===== config.mk =====
export PLATFORM = sky130hd
export DESIGN_NAME = chunked_saturating_dot_product_flat
export DESIGN_NICKNAME = d
export VERILOG_FILES = /design/src/hdl/csdp_pkg.sv /design/src/hdl/csdp_if.sv /design/src/hdl/csdp_front.sv /design/src/hdl/csdp_accum.sv /design/src/hdl/chunked_saturating_dot_product.sv /design/src/flat_wrapper.sv
export SDC_FILE = /design/constraint.sdc
export NUM_CORES = 1
export LEC_CHECK = 0
export BUFFER_PORTS_ARGS = -buffer_cell sky130_fd_sc_hd__buf_2
export CORE_ASPECT_RATIO = 0.75
export CORE_MARGIN = 4
export CORE_UTILIZATION = 54
export DETAILED_ROUTE_END_ITERATION = 7
export GPL_ROUTABILITY_DRIVEN = 1
export MAX_ROUTING_LAYER = met4
export PLACE_DENSITY = 0.72
export SLEW_MARGIN = 20
export SYNTH_ARGS = -nofsm -noshare
export SYNTH_HDL_FRONTEND = slang
export SYNTH_SLANG_ARGS = --single-unit

===== constraint.sdc =====
create_clock -name clock -period 8.37 [get_ports clock]
set_input_delay 1.674 -clock clock [delete_from_list [all_inputs] [get_ports clock]]
set_output_delay 1.674 -clock clock [all_outputs]
set_load 0.01 [all_outputs]

===== src/hdl/csdp_pkg.sv =====
`timescale 1ns / 1ps
`default_nettype none
// ----------------------------------------------------------------------------
// csdp_pkg: shared types and constants of the chunked saturating dot product
// Field widths, register indexes, configuration and pipeline stage types.
// ----------------------------------------------------------------------------
package csdp_pkg;

   localparam int WEIGHT_W     = 16;
   localparam int ACT_W        = 16;
   localparam int BYTE_W       = 8;
   localparam int BIAS_W       = 32;
   localparam int PROD_W       = WEIGHT_W + ACT_W;
   localparam int SUM_W        = 32;
   localparam int SAT_COUNT_W  = 32;
   localparam int CFG_COUNT_W  = 16;
   localparam int CSR_DATA_W   = 16;
   localparam int CSR_INDEX_W  = 2;

   localparam logic [CSR_INDEX_W-1:0] REG_ELEMENT_COUNT = 2'd0;
   localparam logic [CSR_INDEX_W-1:0] REG_CHUNK_LENGTH  = 2'd1;
   localparam logic [CSR_INDEX_W-1:0] REG_INPUT_IS_BYTE = 2'd2;

   typedef struct packed {
      logic [CFG_COUNT_W-1:0] element_count;
      logic [CFG_COUNT_W-1:0] chunk_length;
      logic                   input_is_byte;
   } cfg_type;

   // Product stage: one term, with the control decided at acceptance
   typedef struct packed {
      logic              first;
      logic              clip;
      logic              last;
      logic [PROD_W-1:0] prod;
      logic [BIAS_W-1:0] bias;
   } stage_type;

endpackage : csdp_pkg
`default_nettype wire


===== src/hdl/csdp_if.sv =====
`timescale 1ns / 1ps
`default_nettype none
// ----------------------------------------------------------------------------
// csdp_req_if / csdp_rsp_if: request and result channels
// Valid/ready channels; a transfer happens when valid and ready are both high.
// ----------------------------------------------------------------------------
interface csdp_req_if;
   import csdp_pkg::*;

   logic                       valid;
   logic                       ready;
   logic signed [WEIGHT_W-1:0] weight;
   logic signed [ACT_W-1:0]    activation;
   logic signed [BIAS_W-1:0]   bias;

   modport source (output valid, input ready, output weight, output activation,
                   output bias);
   modport sink   (input valid, output ready, input weight, input activation,
                   input bias);
endinterface : csdp_req_if

interface csdp_rsp_if;
   import csdp_pkg::*;

   logic                      valid;
   logic                      ready;
   logic signed [SUM_W-1:0]   sum;
   logic [SAT_COUNT_W-1:0]    saturation_count;

   modport source (output valid, input ready, output sum, output saturation_count);
   modport sink   (input valid, output ready, input sum, input saturation_count);
endinterface : csdp_rsp_if
`default_nettype wire


===== src/hdl/csdp_front.sv =====
`timescale 1ns / 1ps
`default_nettype none
// ----------------------------------------------------------------------------
// csdp_front: request intake, term counters and product register
// Tracks term and chunk position, decides first/clip/last, registers w * a.
// ----------------------------------------------------------------------------
module csdp_front #(
   parameter int COUNT_WIDTH = 16
) (
   input  wire                  clock,
   input  wire                  reset,
   input  wire csdp_pkg::cfg_type cfg,
   input  wire                  advance,
   csdp_req_if.sink             req,
   output logic                 s1_valid,
   output csdp_pkg::stage_type  s1
);
   import csdp_pkg::*;

   localparam int CMP_W = (COUNT_WIDTH > CFG_COUNT_W) ? COUNT_WIDTH : CFG_COUNT_W;

   logic [COUNT_WIDTH-1:0] term_ff, term_in;
   logic [COUNT_WIDTH-1:0] chunk_ff, chunk_in;
   logic [COUNT_WIDTH-1:0] next_term, next_chunk;
   logic                   accept, last, chunk_end;
   logic signed [ACT_W-1:0]  act_eff;
   logic signed [PROD_W-1:0] prod;
   logic                   s1_valid_ff;
   stage_type              s1_ff, s1_in;

   assign req.ready = advance;
   assign accept    = req.valid && advance;

   // Byte mode: sign-extend the low byte
   assign act_eff = cfg.input_is_byte
                    ? {{(ACT_W-BYTE_W){req.activation[BYTE_W-1]}},
                       req.activation[BYTE_W-1:0]}
                    : req.activation;
   assign prod = req.weight * act_eff;

   assign next_term  = term_ff + COUNT_WIDTH'(1);
   assign next_chunk = chunk_ff + COUNT_WIDTH'(1);
   // A counter one short of full also ends the output or the chunk
   assign last      = (CMP_W'(next_term) >= CMP_W'(cfg.element_count)) || (&next_term);
   assign chunk_end = (CMP_W'(next_chunk) >= CMP_W'(cfg.chunk_length)) || (&next_chunk);

   always_comb begin
      term_in  = last ? '0 : next_term;
      chunk_in = (last || chunk_end) ? '0 : next_chunk;
      s1_in.first = (term_ff == '0);
      s1_in.clip  = last || chunk_end;
      s1_in.last  = last;
      s1_in.prod  = prod;
      s1_in.bias  = req.bias;
   end

   always_ff @(posedge clock) begin
      if (reset) begin
         term_ff     <= '0;
         chunk_ff    <= '0;
         s1_valid_ff <= 1'b0;
      end else begin
         if (accept) begin
            term_ff  <= term_in;
            chunk_ff <= chunk_in;
         end
         if (advance) begin
            s1_valid_ff <= req.valid;
         end
      end
   end

   always_ff @(posedge clock) begin
      if (advance) begin
         s1_ff <= s1_in;
      end
   end

   assign s1_valid = s1_valid_ff;
   assign s1       = s1_ff;

endmodule : csdp_front
`default_nettype wire


===== src/hdl/csdp_accum.sv =====
`timescale 1ns / 1ps
`default_nettype none
// ----------------------------------------------------------------------------
// csdp_accum: accumulator, 32-bit clip, clip counter and result register
// Adds a product a cycle unless stalled, clips at chunk ends, outputs the sums.
// ----------------------------------------------------------------------------
module csdp_accum #(
   parameter int ACC_WIDTH = 48
) (
   input  wire                  clock,
   input  wire                  reset,
   input  wire                  s1_valid,
   input  wire csdp_pkg::stage_type s1,
   output logic                 advance,
   csdp_rsp_if.source           rsp
);
   import csdp_pkg::*;

   localparam int EXT_W = ACC_WIDTH - SUM_W;

   logic [ACC_WIDTH-1:0]   acc_ff, acc_in;
   logic [ACC_WIDTH-1:0]   base, total;
   logic [ACC_WIDTH-SUM_W:0] upper;
   logic                   pos_over, neg_over, clipped;
   logic [SAT_COUNT_W-1:0] clips_ff, clips_in;
   logic                   rsp_valid_ff;
   logic [SUM_W-1:0]       sum_ff;
   logic [SAT_COUNT_W-1:0] count_ff;
   logic                   step;

   assign advance = !rsp_valid_ff || rsp.ready;
   assign step    = advance && s1_valid;

   always_comb begin
      base  = s1.first ? {{EXT_W{s1.bias[BIAS_W-1]}}, s1.bias} : acc_ff;
      total = base + {{(ACC_WIDTH-PROD_W){s1.prod[PROD_W-1]}}, s1.prod};
      upper = total[ACC_WIDTH-1:SUM_W-1];
      pos_over = s1.clip && !total[ACC_WIDTH-1] && (|upper);
      neg_over = s1.clip && total[ACC_WIDTH-1] && !(&upper);
      clipped  = pos_over || neg_over;
      if (pos_over) begin
         acc_in = {{EXT_W{1'b0}}, 1'b0, {(SUM_W-1){1'b1}}};
      end else if (neg_over) begin
         acc_in = {{EXT_W{1'b1}}, 1'b1, {(SUM_W-1){1'b0}}};
      end else begin
         acc_in = total;
      end
      clips_in = clips_ff + SAT_COUNT_W'(clipped);
   end

   always_ff @(posedge clock) begin
      if (reset) begin
         acc_ff       <= '0;
         clips_ff     <= '0;
         rsp_valid_ff <= 1'b0;
      end else begin
         if (step) begin
            acc_ff   <= acc_in;
            clips_ff <= clips_in;
         end
         if (advance) begin
            rsp_valid_ff <= s1_valid && s1.last;
         end
      end
   end

   always_ff @(posedge clock) begin
      if (step && s1.last) begin
         sum_ff   <= acc_in[SUM_W-1:0];
         count_ff <= clips_in;
      end
   end

   assign rsp.valid            = rsp_valid_ff;
   assign rsp.sum              = sum_ff;
   assign rsp.saturation_count = count_ff;

endmodule : csdp_accum
`default_nettype wire


===== src/hdl/chunked_saturating_dot_product.sv =====
`timescale 1ns / 1ps
`default_nettype none
// ----------------------------------------------------------------------------
// chunked_saturating_dot_product: int16 saturating multiply-accumulate
// Streams weight/activation pairs and returns one clipped 32-bit affine sum.
// ----------------------------------------------------------------------------
// Each request carries one weight/activation pair (and the bias, used only on
// the first term of an output). The block takes one request every cycle while
// no result is held untaken. The first stage registers the 16x16 product along
// with the term and chunk decisions, the second adds it into the ACC_WIDTH-bit
// accumulator and clips to signed 32 bits at chunk ends and at the last term.
// The accumulate-and-clip loop sets the rate of one request per cycle. A result
// appears after element_count terms (zero counts as one) and carries the sum and
// a wrapping count, kept since reset, of clips that changed the value. The
// result register refills in the same cycle its result is taken, so requests
// keep flowing; ready only drops while a result is held and not taken. Write
// the CSR port only while no output is in flight.
module chunked_saturating_dot_product #(
   parameter int COUNT_WIDTH = 16,
   parameter int ACC_WIDTH   = 48
) (
   input  wire                               clock,
   input  wire                               reset,
   input  wire                               csr_we,
   input  wire [csdp_pkg::CSR_INDEX_W-1:0]   csr_index,
   input  wire [csdp_pkg::CSR_DATA_W-1:0]    csr_data,
   csdp_req_if.sink                          req,
   csdp_rsp_if.source                        rsp
);
   import csdp_pkg::*;

   cfg_type   cfg_ff;
   logic      advance;
   logic      s1_valid;
   stage_type s1;

   // Configuration registers; writes to unused indexes drop
   always_ff @(posedge clock) begin
      if (reset) begin
         cfg_ff.element_count <= CFG_COUNT_W'(1);
         cfg_ff.chunk_length  <= CFG_COUNT_W'(1);
         cfg_ff.input_is_byte <= 1'b0;
      end else if (csr_we) begin
         case (csr_index)
            REG_ELEMENT_COUNT: begin
               cfg_ff.element_count <= csr_data[CFG_COUNT_W-1:0];
            end
            REG_CHUNK_LENGTH: begin
               cfg_ff.chunk_length <= csr_data[CFG_COUNT_W-1:0];
            end
            REG_INPUT_IS_BYTE: begin
               cfg_ff.input_is_byte <= csr_data[0];
            end
            default: begin
            end
         endcase
      end
   end

   // Count terms and chunks, register the product
   csdp_front #(
      .COUNT_WIDTH (COUNT_WIDTH)
   ) u_front (
      .clock    (clock),
      .reset    (reset),
      .cfg      (cfg_ff),
      .advance  (advance),
      .req      (req),
      .s1_valid (s1_valid),
      .s1       (s1)
   );

   // Accumulate, clip, hold the result until taken
   csdp_accum #(
      .ACC_WIDTH (ACC_WIDTH)
   ) u_accum (
      .clock    (clock),
      .reset    (reset),
      .s1_valid (s1_valid),
      .s1       (s1),
      .advance  (advance),
      .rsp      (rsp)
   );

endmodule : chunked_saturating_dot_product
`default_nettype wire


===== src/flat_wrapper.sv =====
// flat-port wrapper written by rule: the top's interface ports become plain ports
module chunked_saturating_dot_product_flat import csdp_pkg::*;
#(
   parameter int COUNT_WIDTH = 16,
   parameter int ACC_WIDTH   = 48
)
  (clock, reset, csr_we, csr_index, csr_data, req_valid, req_ready, req_weight, req_activation, req_bias, rsp_valid, rsp_ready, rsp_sum, rsp_saturation_count);
  csdp_req_if req_i ();
  csdp_rsp_if rsp_i ();
  input  wire clock;
  input  wire reset;
  input  wire csr_we;
  input  wire [csdp_pkg::CSR_INDEX_W-1:0] csr_index;
  input  wire [csdp_pkg::CSR_DATA_W-1:0] csr_data;
  input wire logic [$bits(req_i.valid)-1:0] req_valid;
  output wire logic [$bits(req_i.ready)-1:0] req_ready;
  input wire logic [$bits(req_i.weight)-1:0] req_weight;
  input wire logic [$bits(req_i.activation)-1:0] req_activation;
  input wire logic [$bits(req_i.bias)-1:0] req_bias;
  output wire logic [$bits(rsp_i.valid)-1:0] rsp_valid;
  input wire logic [$bits(rsp_i.ready)-1:0] rsp_ready;
  output wire logic [$bits(rsp_i.sum)-1:0] rsp_sum;
  output wire logic [$bits(rsp_i.saturation_count)-1:0] rsp_saturation_count;
  assign req_i.valid = req_valid;
  assign req_ready = req_i.ready;
  assign req_i.weight = req_weight;
  assign req_i.activation = req_activation;
  assign req_i.bias = req_bias;
  assign rsp_valid = rsp_i.valid;
  assign rsp_i.ready = rsp_ready;
  assign rsp_sum = rsp_i.sum;
  assign rsp_saturation_count = rsp_i.saturation_count;
  chunked_saturating_dot_product #(.COUNT_WIDTH(COUNT_WIDTH), .ACC_WIDTH(ACC_WIDTH)) u_core (.clock(clock), .reset(reset), .csr_we(csr_we), .csr_index(csr_index), .csr_data(csr_data), .req(req_i), .rsp(rsp_i));
endmodule

==> metrics <==
outcome finished, final reports clean; Max Fanout on Critical Path 10; Clock Tree Buf Depth 3; total gr overflow 0; final setup violation count 0; Post-CTS Hold Fix Bufs 0; clock latency on the worst-skew pair approximately 0.57 ns; final hold vios 0; Via Count between 20000 and 25000; ANT nets after route 0; post-CTS resize count 0; GRT Util Overall 0.264; Area Overhead vs Synth 8.61%; CTS tree yes; commonest non-fill, non-tap cells in the layout 423 x inv_1, 388 x nand2_1, 263 x fa_1; die height between 150 and 200 um; worst slew pin tran ~1.1 ns; met3 wire len slightly below 5000 um; vias per inst 5.64; WL/cell approximately 18 um; DP Wirelength slightly above 50000 um; Placer Congestion 0.930; uppermost layer routed met4; FP Rows 68; final wirelength about 65000 um; synthesized area per cell slightly above 9 um^2; CP Launch Type primary input; Sink Count between 200 and 300; io pins 153; crit share post-route 0.925; Post-synth EDFFs between 100 and 150; largest net degree at the start of global routing 80; Max H-tree Level 1; Async S/R FF share, synth 0; flops & latches, synth between 200 and 300; Peak Freq between 100 and 150 MHz; Cell Area, Synth approximately 26000 um^2; Syn Nets between 3000 and 4000; Final Instance Area between 20000 and 30000 um^2; Core Area approximately 47000 um^2; Critical Path End Type register; Worst Hold Class register to register; Finished Core Util 0.600; Worst Path Arrival approximately 8 ns; Chip Width 260 um; Setup TNS 0 ns; Critical Path RT 8.67 ns; first-pass GRT wire length between 100000 and 150000 um; vias in the first global route 20533; synth unique cells between 80 and 90; met2 routed WL around 29000 um; minimum clock period 7.75 ns; Hold Slack about 0.46 ns; max-cap viol count 0; slew margin rel. 0.274; ratio of cells with drive above 1 in the final layout 0.109; RSZ-0062 raised after global routing no; synthesized instance count between 2000 and 3000; top_reg_cell synth dfxtp_1; starting density of the core 0.552; M1 WL ~30000 um; Port Buffers approximately 150; final setup skew 0.0248 ns; largest area contributor in the netlist fa_1; Slew Limit Fails 0; register area share after synthesis 0.267; Die Area around 51000 um^2; postcts setup bufs 0; drt drc 0; TritonRoute pass-1 iters 7; clk slew on worst S/H paths approximately 0.060 ns; Num CTS Buffers 27; clock root cell clkbuf_16; nets@finish approximately 3400; Initial DRC Count around 1700; initial antenna violation count 4; top cells by area, synth fa_1 20%, edfxtp_1 15%, dfxtp_1 11%, ha_1 8.2%, inv_1 6.2%; number of synthesis warnings 0; Synth top area share 0.205; Worst Path Class, Setup primary input to register; commonest non-fill, non-tap cell in the layout inv_1; Placed Area between 20000 and 30000 um^2
==> cells in the mapped netlist, types with 4 or more instances <==
master    number
fa_1         263
o211ai_1      40
clkbuf_1     103
nor3_1        28
nor2_1       114
nand2b_1      24
a41oi_1        4
a211o_1        6
or3_1         12
o31ai_1        7
xnor2_1       74
and3_1        28
nand4_1       28
a22o_1        19
o21ai_1       18
nor4_1        12
nand3b_1       8
ha_1         168
o211ai_2      29
xor2_1        77
o21a_1        15
a21oi_1      150
a21o_1        41
inv_1        424
and2_1       113
o21bai_1      16
o21ai_0      100
buf_6          6
edfxtp_1     131
nor2b_1        6
mux2i_1        4
a32o_1         8
nor3b_1        5
a211oi_1      11
buf_2         17
a31oi_1        6
nand2_1      389
nand3_1       64
or2_2         11
mux2_2        31
dfxtp_1      147
==> worst paths after layout <==
kind | from | endpoint | slack (ns) | cells after the start
min reg2reg | u_core.cfg_ff[22]$_SDFFE_PP0P_ | u_core.cfg_ff[22]$_SDFFE_PP0P_ | 0.46 | 2
max reg2reg | u_core.u_front.s1[66]$_DFFE_PN_ | u_core.u_accum.clips_ff[28]$_SDFFE_PP0P_ | 0.72 | 24
max | req_activation[7] | u_core.u_front.s1[62]$_DFFE_PN_ | 0.62 | 25
min | u_core.cfg_ff[22]$_SDFFE_PP0P_ | u_core.cfg_ff[22]$_SDFFE_PP0P_ | 0.46 | 2
==> through the flow <==
stage | setup slack (ns) | instances
2_1_floorplan | 0.541 | 2828
3_3_place_gp | 0.260 | 3517
3_5_place_dp | 0.0915 | 3517
4_1_cts | 0.672 | 3566
5_1_grt | 0.117 | 3569
6_report | 0.625 | 3569
==> critical path, stage by stage <==
cell and delay, ns:
buf_2 0.18, nand2_1 0.25, o21ai_0 0.39, buf_4 0.30
nand2_1 0.09, fa_1 0.55, inv_1 0.06, fa_1 0.55
fa_1 0.45, fa_1 0.47, fa_1 0.50, inv_1 0.05
fa_1 0.47, inv_1 0.04, ha_1 0.33, o21a_1 0.13
o21ai_0 0.20, nand2b_1 0.11, nor3b_1 0.15, o21a_1 0.15
o41a_1 0.41, nor3_1 0.15, o21bai_1 0.10, a21oi_1 0.18
xnor2_1 0.08
==> state kept, by name (all words and copies together), names as in the netlist <==
signal                               count
u_core.cfg_ff                           33
u_core.u_front.term_ff                  16
u_core.u_front.s1_valid                  1
u_core.u_front.s1                       67
u_core.u_accum.rsp.valid                 1
u_core.u_front.chunk_ff                 16
u_core.u_accum.acc_ff                   48
u_core.u_accum.clips_ff                 32
u_core.u_accum.rsp.sum                  32
u_core.u_accum.rsp.saturation_count     32
==> area by class of cell <==
cell class | instances | area [um^2]
repair buffers | 188 | 1040
well taps | 630 | 788
diodes | 3 | 7.51
flip-flops and latches | 278 | 6880
clock buffers | 35 | 768
multi-input cells | 1997 | 16700
clock inverters | 14 | 125
inverters | 424 | 1590
fillers | 4047 | 18600
==> metal layers <==
layer	vias to the layer above	global-route usage
li1	9526	-
met1	9873	0.374
met2	656	0.399
met3	91	0.0509
met4	0	0.0543
met5	-	-
==> cell families after synthesis <==
logic type      after synthesis  synth area share
fa+ha+maj                   431             0.287
xor+xnor                    151            0.0514
mux                          35            0.0151
simple gates                863             0.160
flops                       278             0.267
buf+inv                     553            0.0834
compound gates              517             0.136
Power is not shown: default switching activity piles up to over one toggle a cycle in this logic, so the estimate is an artifact.
